<file path="config.mk">
export PLATFORM = sky130hd
export DESIGN_NAME = pixel_to_rgb8_with_background_top
export DESIGN_NICKNAME = d
export VERILOG_FILES = /design/src/sv/p2rgb_pkg.sv /design/src/sv/p2rgb_unpack.sv /design/src/sv/p2rgb_mix.sv /design/src/sv/p2rgb_div.sv /design/src/sv/pixel_to_rgb8_with_background_top.sv
export SDC_FILE = /design/constraint.sdc
export NUM_CORES = 1
export LEC_CHECK = 0
export ABC_AREA = 1
export BUFFER_PORTS_ARGS = -buffer_cell sky130_fd_sc_hd__buf_2
export CORE_MARGIN = 5
export CORE_UTILIZATION = 43
export CTS_CLUSTER_DIAMETER = 30
export DETAILED_ROUTE_END_ITERATION = 6
export GPL_TIMING_DRIVEN = 0
export SLEW_MARGIN = 25
export SYNTH_ARGS = -nofsm -noshare
export SYNTH_HDL_FRONTEND = slang
export SYNTH_SLANG_ARGS = --single-unit
</file>
<file path="constraint.sdc">
create_clock -name clock -period 14.2 [get_ports clock]
set_input_delay 2.84 -clock clock [delete_from_list [all_inputs] [get_ports clock]]
set_output_delay 2.84 -clock clock [all_outputs]
set_load 0.02 [all_outputs]
</file>
<file path="src/sv/p2rgb_pkg.sv">
// Shared types and constants for the pixel to 8-bit RGB converter.
// No dependencies.
package p2rgb_pkg;

   localparam int SAMPLE_W = 16;
   localparam int CH_W     = 8;
   localparam int NUM_CH   = 3;

   localparam logic [2:0] FMT_RGB   = 3'd0;
   localparam logic [2:0] FMT_RGBA  = 3'd1;
   localparam logic [2:0] FMT_GREY  = 3'd2;
   localparam logic [2:0] FMT_GREYA = 3'd3;
   localparam logic [2:0] FMT_CMYK  = 3'd4;

   localparam logic [1:0] REG_FORMAT = 2'd0;
   localparam logic [1:0] REG_BG_RED = 2'd1;
   localparam logic [1:0] REG_BG_GRN = 2'd2;
   localparam logic [1:0] REG_BG_BLU = 2'd3;

   localparam logic [1:0] OP_PASS  = 2'd0;
   localparam logic [1:0] OP_BLEND = 2'd1;
   localparam logic [1:0] OP_SUB   = 2'd2;

   localparam logic [CH_W-1:0] FULL_SCALE = 8'd255;

   // stage 1 -> stage 2
   typedef struct packed {
      logic [1:0]                   op;
      logic [CH_W-1:0]              weight;  // alpha weight or black
      logic [NUM_CH-1:0][CH_W-1:0]  col;     // colour, ink or final value
      logic [NUM_CH-1:0][CH_W-1:0]  bg;
   } p2rgb_unp_type;

   // stage 2 -> stage 3
   typedef struct packed {
      logic                                   is_div;
      logic [NUM_CH-1:0][2*CH_W-1:0]          val;
   } p2rgb_mix_type;

endpackage

</file>
<file path="src/sv/p2rgb_unpack.sv">
// Stage 1: takes the top byte of each sample and decodes the pixel format.
// Depends on p2rgb_pkg.
module p2rgb_unpack
   import p2rgb_pkg::*;
#(
   parameter int SAMPLE_BITS = 16
) (
   input  logic                              clock,
   input  logic                              reset,
   input  logic                              in_valid,
   output logic                              in_ready,
   input  logic [4*SAMPLE_W-1:0]             in_data,
   input  logic [2:0]                        pixel_format,
   input  logic [NUM_CH-1:0][CH_W-1:0]       background,
   output logic                              out_valid,
   input  logic                              out_ready,
   output p2rgb_unp_type                     out_data
);

   logic            valid_ff, valid_in;
   p2rgb_unp_type   data_ff, data_in;
   logic [CH_W-1:0] s0, s1, s2, s3, grey;

   assign s0   = in_data[SAMPLE_BITS-1 -: CH_W];
   assign s1   = in_data[SAMPLE_W+SAMPLE_BITS-1 -: CH_W];
   assign s2   = in_data[2*SAMPLE_W+SAMPLE_BITS-1 -: CH_W];
   assign s3   = in_data[3*SAMPLE_W+SAMPLE_BITS-1 -: CH_W];
   assign grey = ~s0;

   assign in_ready = !valid_ff || out_ready;
   assign valid_in = in_ready ? in_valid : valid_ff;

   always_comb begin
      data_in        = data_ff;
      if (in_valid && in_ready) begin
         data_in.bg     = background;
         data_in.op     = OP_PASS;
         data_in.weight = '0;
         data_in.col    = '0;
         case (pixel_format)
            FMT_RGB: begin
               data_in.col = {s2, s1, s0};
            end
            FMT_RGBA: begin
               data_in.op     = OP_BLEND;
               data_in.weight = FULL_SCALE - s3;
               data_in.col    = {s2, s1, s0};
            end
            FMT_GREY: begin
               data_in.col = {grey, grey, grey};
            end
            FMT_GREYA: begin
               data_in.op     = OP_BLEND;
               data_in.weight = FULL_SCALE - s1;
               data_in.col    = {grey, grey, grey};
            end
            FMT_CMYK: begin
               data_in.op     = OP_SUB;
               data_in.weight = s3;
               data_in.col    = {s2, s1, s0};
            end
            default: begin
               data_in.op = OP_PASS;
            end
         endcase
      end
   end

   always_ff @(posedge clock) begin
      if (reset) begin
         valid_ff <= 1'b0;
      end else begin
         valid_ff <= valid_in;
      end
      data_ff <= data_in;
   end

   assign out_valid = valid_ff;
   assign out_data  = data_ff;

endmodule

</file>
<file path="src/sv/p2rgb_mix.sv">
// Stage 2: blend products, ink subtraction with clamp, or pass-through.
// Depends on p2rgb_pkg.
module p2rgb_mix
   import p2rgb_pkg::*;
(
   input  logic            clock,
   input  logic            reset,
   input  logic            in_valid,
   output logic            in_ready,
   input  p2rgb_unp_type   in_data,
   output logic            out_valid,
   input  logic            out_ready,
   output p2rgb_mix_type   out_data
);

   logic            valid_ff, valid_in;
   p2rgb_mix_type   data_ff, data_in;
   logic [CH_W-1:0] inv_w;

   assign inv_w    = FULL_SCALE - in_data.weight;
   assign in_ready = !valid_ff || out_ready;
   assign valid_in = in_ready ? in_valid : valid_ff;

   always_comb begin
      logic [CH_W:0] sum;
      sum     = '0;
      data_in = data_ff;
      if (in_valid && in_ready) begin
         data_in.is_div = (in_data.op == OP_BLEND);
         for (int c = 0; c < NUM_CH; c++) begin
            case (in_data.op)
               OP_BLEND: begin
                  data_in.val[c] = {{CH_W{1'b0}}, in_data.col[c]}
                                   * {{CH_W{1'b0}}, in_data.weight}
                                 + {{CH_W{1'b0}}, in_data.bg[c]}
                                   * {{CH_W{1'b0}}, inv_w};
               end
               OP_SUB: begin
                  sum = {1'b0, in_data.col[c]} + {1'b0, in_data.weight};
                  if (sum >= {1'b0, FULL_SCALE}) begin
                     data_in.val[c] = '0;
                  end else begin
                     data_in.val[c] = {{CH_W{1'b0}}, FULL_SCALE - sum[CH_W-1:0]};
                  end
               end
               default: begin
                  data_in.val[c] = {{CH_W{1'b0}}, in_data.col[c]};
               end
            endcase
         end
      end
   end

   always_ff @(posedge clock) begin
      if (reset) begin
         valid_ff <= 1'b0;
      end else begin
         valid_ff <= valid_in;
      end
      data_ff <= data_in;
   end

   assign out_valid = valid_ff;
   assign out_data  = data_ff;

   a_pass_narrow: assert property (@(posedge clock) disable iff (reset)
      valid_ff && !data_ff.is_div |->
         data_ff.val[0][2*CH_W-1:CH_W] == '0 && data_ff.val[1][2*CH_W-1:CH_W] == '0
         && data_ff.val[2][2*CH_W-1:CH_W] == '0)
      else $error("pass-through word has high bits set");

   a_blend_range: assert property (@(posedge clock) disable iff (reset)
      valid_ff && data_ff.is_div |->
         data_ff.val[0] <= 16'd65025 && data_ff.val[1] <= 16'd65025
         && data_ff.val[2] <= 16'd65025)
      else $error("blend sum above full scale squared");

endmodule

</file>
<file path="src/sv/p2rgb_div.sv">
// Stage 3: divide blend sums by 255 and hold the output word.
// Depends on p2rgb_pkg.
module p2rgb_div
   import p2rgb_pkg::*;
(
   input  logic                          clock,
   input  logic                          reset,
   input  logic                          in_valid,
   output logic                          in_ready,
   input  p2rgb_mix_type                 in_data,
   output logic                          out_valid,
   input  logic                          out_ready,
   output logic [NUM_CH-1:0][CH_W-1:0]   out_data
);

   logic                         valid_ff, valid_in;
   logic [NUM_CH-1:0][CH_W-1:0]  data_ff, data_in;

   assign in_ready = !valid_ff || out_ready;
   assign valid_in = in_ready ? in_valid : valid_ff;

   // x / 255 == (x + (x >> 8) + 1) >> 8 for x up to 255 * 255
   always_comb begin
      logic [2*CH_W:0] t;
      t       = '0;
      data_in = data_ff;
      if (in_valid && in_ready) begin
         for (int c = 0; c < NUM_CH; c++) begin
            t = {1'b0, in_data.val[c]} + {{(CH_W+1){1'b0}}, in_data.val[c][2*CH_W-1:CH_W]}
              + {{(2*CH_W){1'b0}}, 1'b1};
            data_in[c] = in_data.is_div ? t[2*CH_W-1:CH_W] : in_data.val[c][CH_W-1:0];
         end
      end
   end

   always_ff @(posedge clock) begin
      if (reset) begin
         valid_ff <= 1'b0;
      end else begin
         valid_ff <= valid_in;
      end
      data_ff <= data_in;
   end

   assign out_valid = valid_ff;
   assign out_data  = data_ff;

   a_load: assert property (@(posedge clock) disable iff (reset)
      in_valid && in_ready |=> valid_ff)
      else $error("accepted word not held");

   a_hold: assert property (@(posedge clock) disable iff (reset)
      valid_ff && !out_ready |=> valid_ff && $stable(data_ff))
      else $error("stalled output word changed");

endmodule

</file>
<file path="src/sv/pixel_to_rgb8_with_background_top.sv">
// Top level of the pixel to 8-bit RGB converter with background blending.
// Depends on p2rgb_pkg, p2rgb_unpack, p2rgb_mix, p2rgb_div.
//
//   port group | dir | word
//   req_       | in  | four samples, 16 bits each
//   rsp_       | out | red, green, blue, 8 bits each
//   csr_       | in  | index 0 format, 1..3 background red/green/blue
//
// Three register stages: unpack/decode, multiply/subtract, divide by 255.
// One pixel per clock while rsp_ does not stall; an accepted req word passes
// through the unpack, mix and divide registers before it shows on rsp_.
// Each stage takes a word when empty or when its word moves on, so a stall
// on rsp_ fills the pipeline and then drops req_tready.
// Synchronous reset empties the pipeline and sets format rgb, background white.
module pixel_to_rgb8_with_background_top
   import p2rgb_pkg::*;
#(
   parameter int SAMPLE_BITS = 16
) (
   input  logic                 clock,
   input  logic                 reset,
   input  logic                 req_tvalid,
   output logic                 req_tready,
   input  logic [63:0]          req_tdata,   // sample_first, _second, _third, _fourth
   output logic                 rsp_tvalid,
   input  logic                 rsp_tready,
   output logic [23:0]          rsp_tdata,   // red_out, green_out, blue_out
   input  logic                 csr_we,
   input  logic [1:0]           csr_index,
   input  logic [7:0]           csr_wdata
);

   logic [2:0]                   format_ff;
   logic [NUM_CH-1:0][CH_W-1:0]  bg_ff;
   logic                         v1, r1, v2, r2;
   p2rgb_unp_type                d1;
   p2rgb_mix_type                d2;
   logic [NUM_CH-1:0][CH_W-1:0]  rgb;

   always_ff @(posedge clock) begin
      if (reset) begin
         format_ff <= FMT_RGB;
         bg_ff     <= {NUM_CH{FULL_SCALE}};
      end else if (csr_we) begin
         case (csr_index)
            REG_FORMAT: format_ff <= csr_wdata[2:0];
            REG_BG_RED: bg_ff[0]  <= csr_wdata;
            REG_BG_GRN: bg_ff[1]  <= csr_wdata;
            REG_BG_BLU: bg_ff[2]  <= csr_wdata;
            default:    format_ff <= format_ff;
         endcase
      end
   end

   p2rgb_unpack #(.SAMPLE_BITS(SAMPLE_BITS)) u_unpack (
      .clock        (clock),
      .reset        (reset),
      .in_valid     (req_tvalid),
      .in_ready     (req_tready),
      .in_data      (req_tdata),
      .pixel_format (format_ff),
      .background   (bg_ff),
      .out_valid    (v1),
      .out_ready    (r1),
      .out_data     (d1)
   );

   p2rgb_mix u_mix (
      .clock     (clock),
      .reset     (reset),
      .in_valid  (v1),
      .in_ready  (r1),
      .in_data   (d1),
      .out_valid (v2),
      .out_ready (r2),
      .out_data  (d2)
   );

   p2rgb_div u_div (
      .clock     (clock),
      .reset     (reset),
      .in_valid  (v2),
      .in_ready  (r2),
      .in_data   (d2),
      .out_valid (rsp_tvalid),
      .out_ready (rsp_tready),
      .out_data  (rgb)
   );

   assign rsp_tdata = rgb;

endmodule

</file>
==> key figures <==
Run status
  • Outcome: complete, no violations

Worst setup path
  • Worst path required time: 14.45 ns
  • Crit path kind: reg -> reg
  • Buf/Inv on CP: 6
  • Most Frequent Cell on Critical Path: fa_1
  • Slowest cell delay on critical path: 0.83 ns
  • Crit path DAT: 7.30 ns
  • Critical path endpoint category: register
  • Slowest CP cell: clkbuf_1
  • Startpoint Class: register
  • Kind of cell adding the most delay to the critical path: adder cells
  • Worst path cell trace: clkbuf_1, clkbuf_1, nor2_1, fa_1, inv_1, fa_1, inv_1, fa_1, fa_1, fa_1, inv_1, fa_1, inv_1, ha_1, nand2_1, o21ai_0, a21oi_1, o21ai_0, nand2_1, nand2_1, nor2_1
  • Crit Path Max Fanout: 10

Timing
  • Final period utilization: 49.6%
  • Total negative slack: 0 ns
  • Min Tclk post-route: 7.05 ns
  • Unrepaired setup endpoints after global routing: no
  • Clock skew: 0.0190 ns
  • Slew Limit Headroom: 28.7%
  • Worst-Margin Slew: 1.07 ns
  • Fmax: 142 MHz
  • Final setup violation count: 0
  • Slew Limit Fails: 0
  • Final hold viol count: 0

Logic synthesis
  • Syn Nets: 3356
  • Post-synth EDFFs: 131
  • Share of the synthesized area in the top cell type: 26.4%
  • Largest cells by area after synthesis: fa_1 (26%), edfxtp_1 (18%), ha_1 (13%)
  • Asr flop ratio synth: 0%
  • Mux cell area share after synthesis: 0%
  • Yosys Warn Count: 0
  • Synth Area in Compound Gates: 5.65%
  • Synthesized flop and latch total: 161
  • Cell Area, Synth: 0.0221 sq mm
  • Syn_area_per_cell: 8.02 sq um
  • Synth unique cells: 46
  • Count leader, synth: inv_1
  • Post-synthesis xor/xnor area fraction: 0.953%
  • Post-Synth Simple-Gate Area: 19.6%
  • Post-synth top cells: inv_1 (710), nand2_1 (591), fa_1 (291), nor2_1 (235), ha_1 (233)
  • Gate count after technology mapping: 2753
  • Top_reg_cell synth: edfxtp_1
  • Largest family of logic cells by synthesized area: adder cells
  • Largest area contributor in the netlist: fa_1
  • Seq/Total Area, Yosys: 20.5%
  • Post-Synth Adder-Cell Area: 39.6%

Clocking
  • H-tree depth: 4
  • CTS buffer count: 17
  • Setup bufs post-CTS: 0
  • CTS tree: done
  • Clk sink count: 161
  • CTS Hold Bufs: 0
  • Resized cells post-CTS: 0
  • Reg clk slew, reported paths: 0.08 ns
  • CTS Root Cell: clkbuf_16
  • Clock latency on the worst-skew pair: 0.49 ns
  • Clock buffer depth: 2

Global route
  • Vias in the first global route: 18300
  • Largest net degree at the start of global routing: 53
  • GRT Total Usage: 23.7%
  • Initial antenna violation count: 0
  • First-pass GRT wire length: 103000 um
  • Total grt overflow: 0

Routing
  • Final wirelength: 65500 um
  • Drt pass-1 iters: 6
  • Via count: 18100
  • Initial DRC count: 1441
  • Post-route ant nets: 0
  • WL/cell: 18.5 um
  • Vias/cell: 5.10
  • Post-route DRC: 0

Place
  • Placed wire-length estimate: 54700 um
  • Buffers on Ports: 72
  • DP Cell Count: 3508
  • GPL Wtd Cong: 0.952

Flow run
  • Max Cap Violations: 0

Die
  • Core area: 0.0511 sq mm
  • Initial Utilization: 43.2%
  • IO Pins: 105
  • Num rows: 83
  • Die Wd: 237 um
  • Die area: 0.0560 sq mm
  • Chip height: 237 um

Cells and area
  • Non-Filler Instances: 3540
  • NumNets Final: 3450
  • Antenna diodes: 0
  • Area grow syn2layout: 8.59%
  • Fraction of layout cells with a size suffix above 1: 5.98%
  • # fillers: 5127
  • Area of the multi-input gates: 0.0145 sq mm
  • Sequential cell area: 0.00453 sq mm
  • Finished Core Util: 46.9%

Hold path
  • Hold WC Path Type: reg -> reg
==> registers in the layout, indices dropped and copies added (netlist names) <==
signal              cells
u_unpack.out_data      58
u_mix.out_data         49
bg_ff                  24
u_div.out_data         24
format_ff               3
u_div.out_valid         1
u_mix.out_valid         1
u_unpack.out_valid      1
==> kinds of logic (layout without fill, tap and decap cells) <==
| logic type | after synthesis | after routing |
|---|---|---|
| DFF | 161 | 161 |
| AOI/OAI and AO/OA | 216 | 216 |
| adders and majority gates | 524 | 524 |
| buffers and inverters | 793 | 900 |
| and+or+nand+nor | 1035 | 1035 |
| xor gates and xnor gates | 24 | 24 |
==> cell usage in the layout, fill, tap and decap left out, types with 12 or more instances in the layout <==
cell type,netlist,routed
xor2_1,12,12
buf_2,9,81
edfxtp_1,131,131
dfxtp_1,30,30
nand2_1,591,591
clkbuf_2,18,18
xnor2_1,12,12
fa_1,291,291
o21ai_0,69,69
nor2_1,235,235
clkbuf_16,0,17
nand3_1,131,131
a21oi_1,91,90
clkbuf_1,42,42
ha_1,233,233
nor3_1,12,12
nand4_1,18,18
inv_1,710,708
==> worst paths after layout <==
path / to / slack, ns / from / depth (start not counted)
hold / removal: u_unpack.out_data[16] / 0.43 / bg_ff[16] / 0
setup / recovery: u_mix.out_data[42] / 7.15 / u_unpack.out_data[50] / 21
hold reg to reg: u_unpack.out_data[16] / 0.43 / bg_ff[16] / 0
setup reg to reg: u_mix.out_data[42] / 7.15 / u_unpack.out_data[50] / 21
==> through the flow <==
stage	setup slack, ns	hold WS [ns]	area, sq um
2_1_floorplan	8.13	0.409	22100
3_3_place_gp	7.28	0.418	23300
3_5_place_dp	7.31	0.419	23400
4_1_cts	7.29	0.435	24000
5_1_grt	6.93	0.444	24000
6_report	7.15	0.433	24000
==> metal layers <==
layer | global-route usage (%) | vias to the layer above | wire [um]
met5 | 0 | - | 0
li1 | - | 8536 | -
met2 | 37.0 | 699 | 29100
met1 | 32.9 | 8704 | 28800
met3 | 4.88 | 125 | 5310
met4 | 8.29 | 0 | 2240
==> layout make-up <==
| cell class | count | area share (%) |
|---|---|---|
| multi-input combinational | 1799 | 60.6 |
| sequential | 161 | 18.9 |
| inverter | 717 | 11.2 |
| tap | 680 | 3.55 |
| timing repair buffer | 75 | 1.82 |
| clock buffer | 17 | 1.78 |
| buffer | 76 | 1.35 |
| clock inverter | 15 | 0.710 |
Power is left out: the tool's default activity adds up to more than one toggle a clock period on the data nets, which glitch-free logic cannot reach.
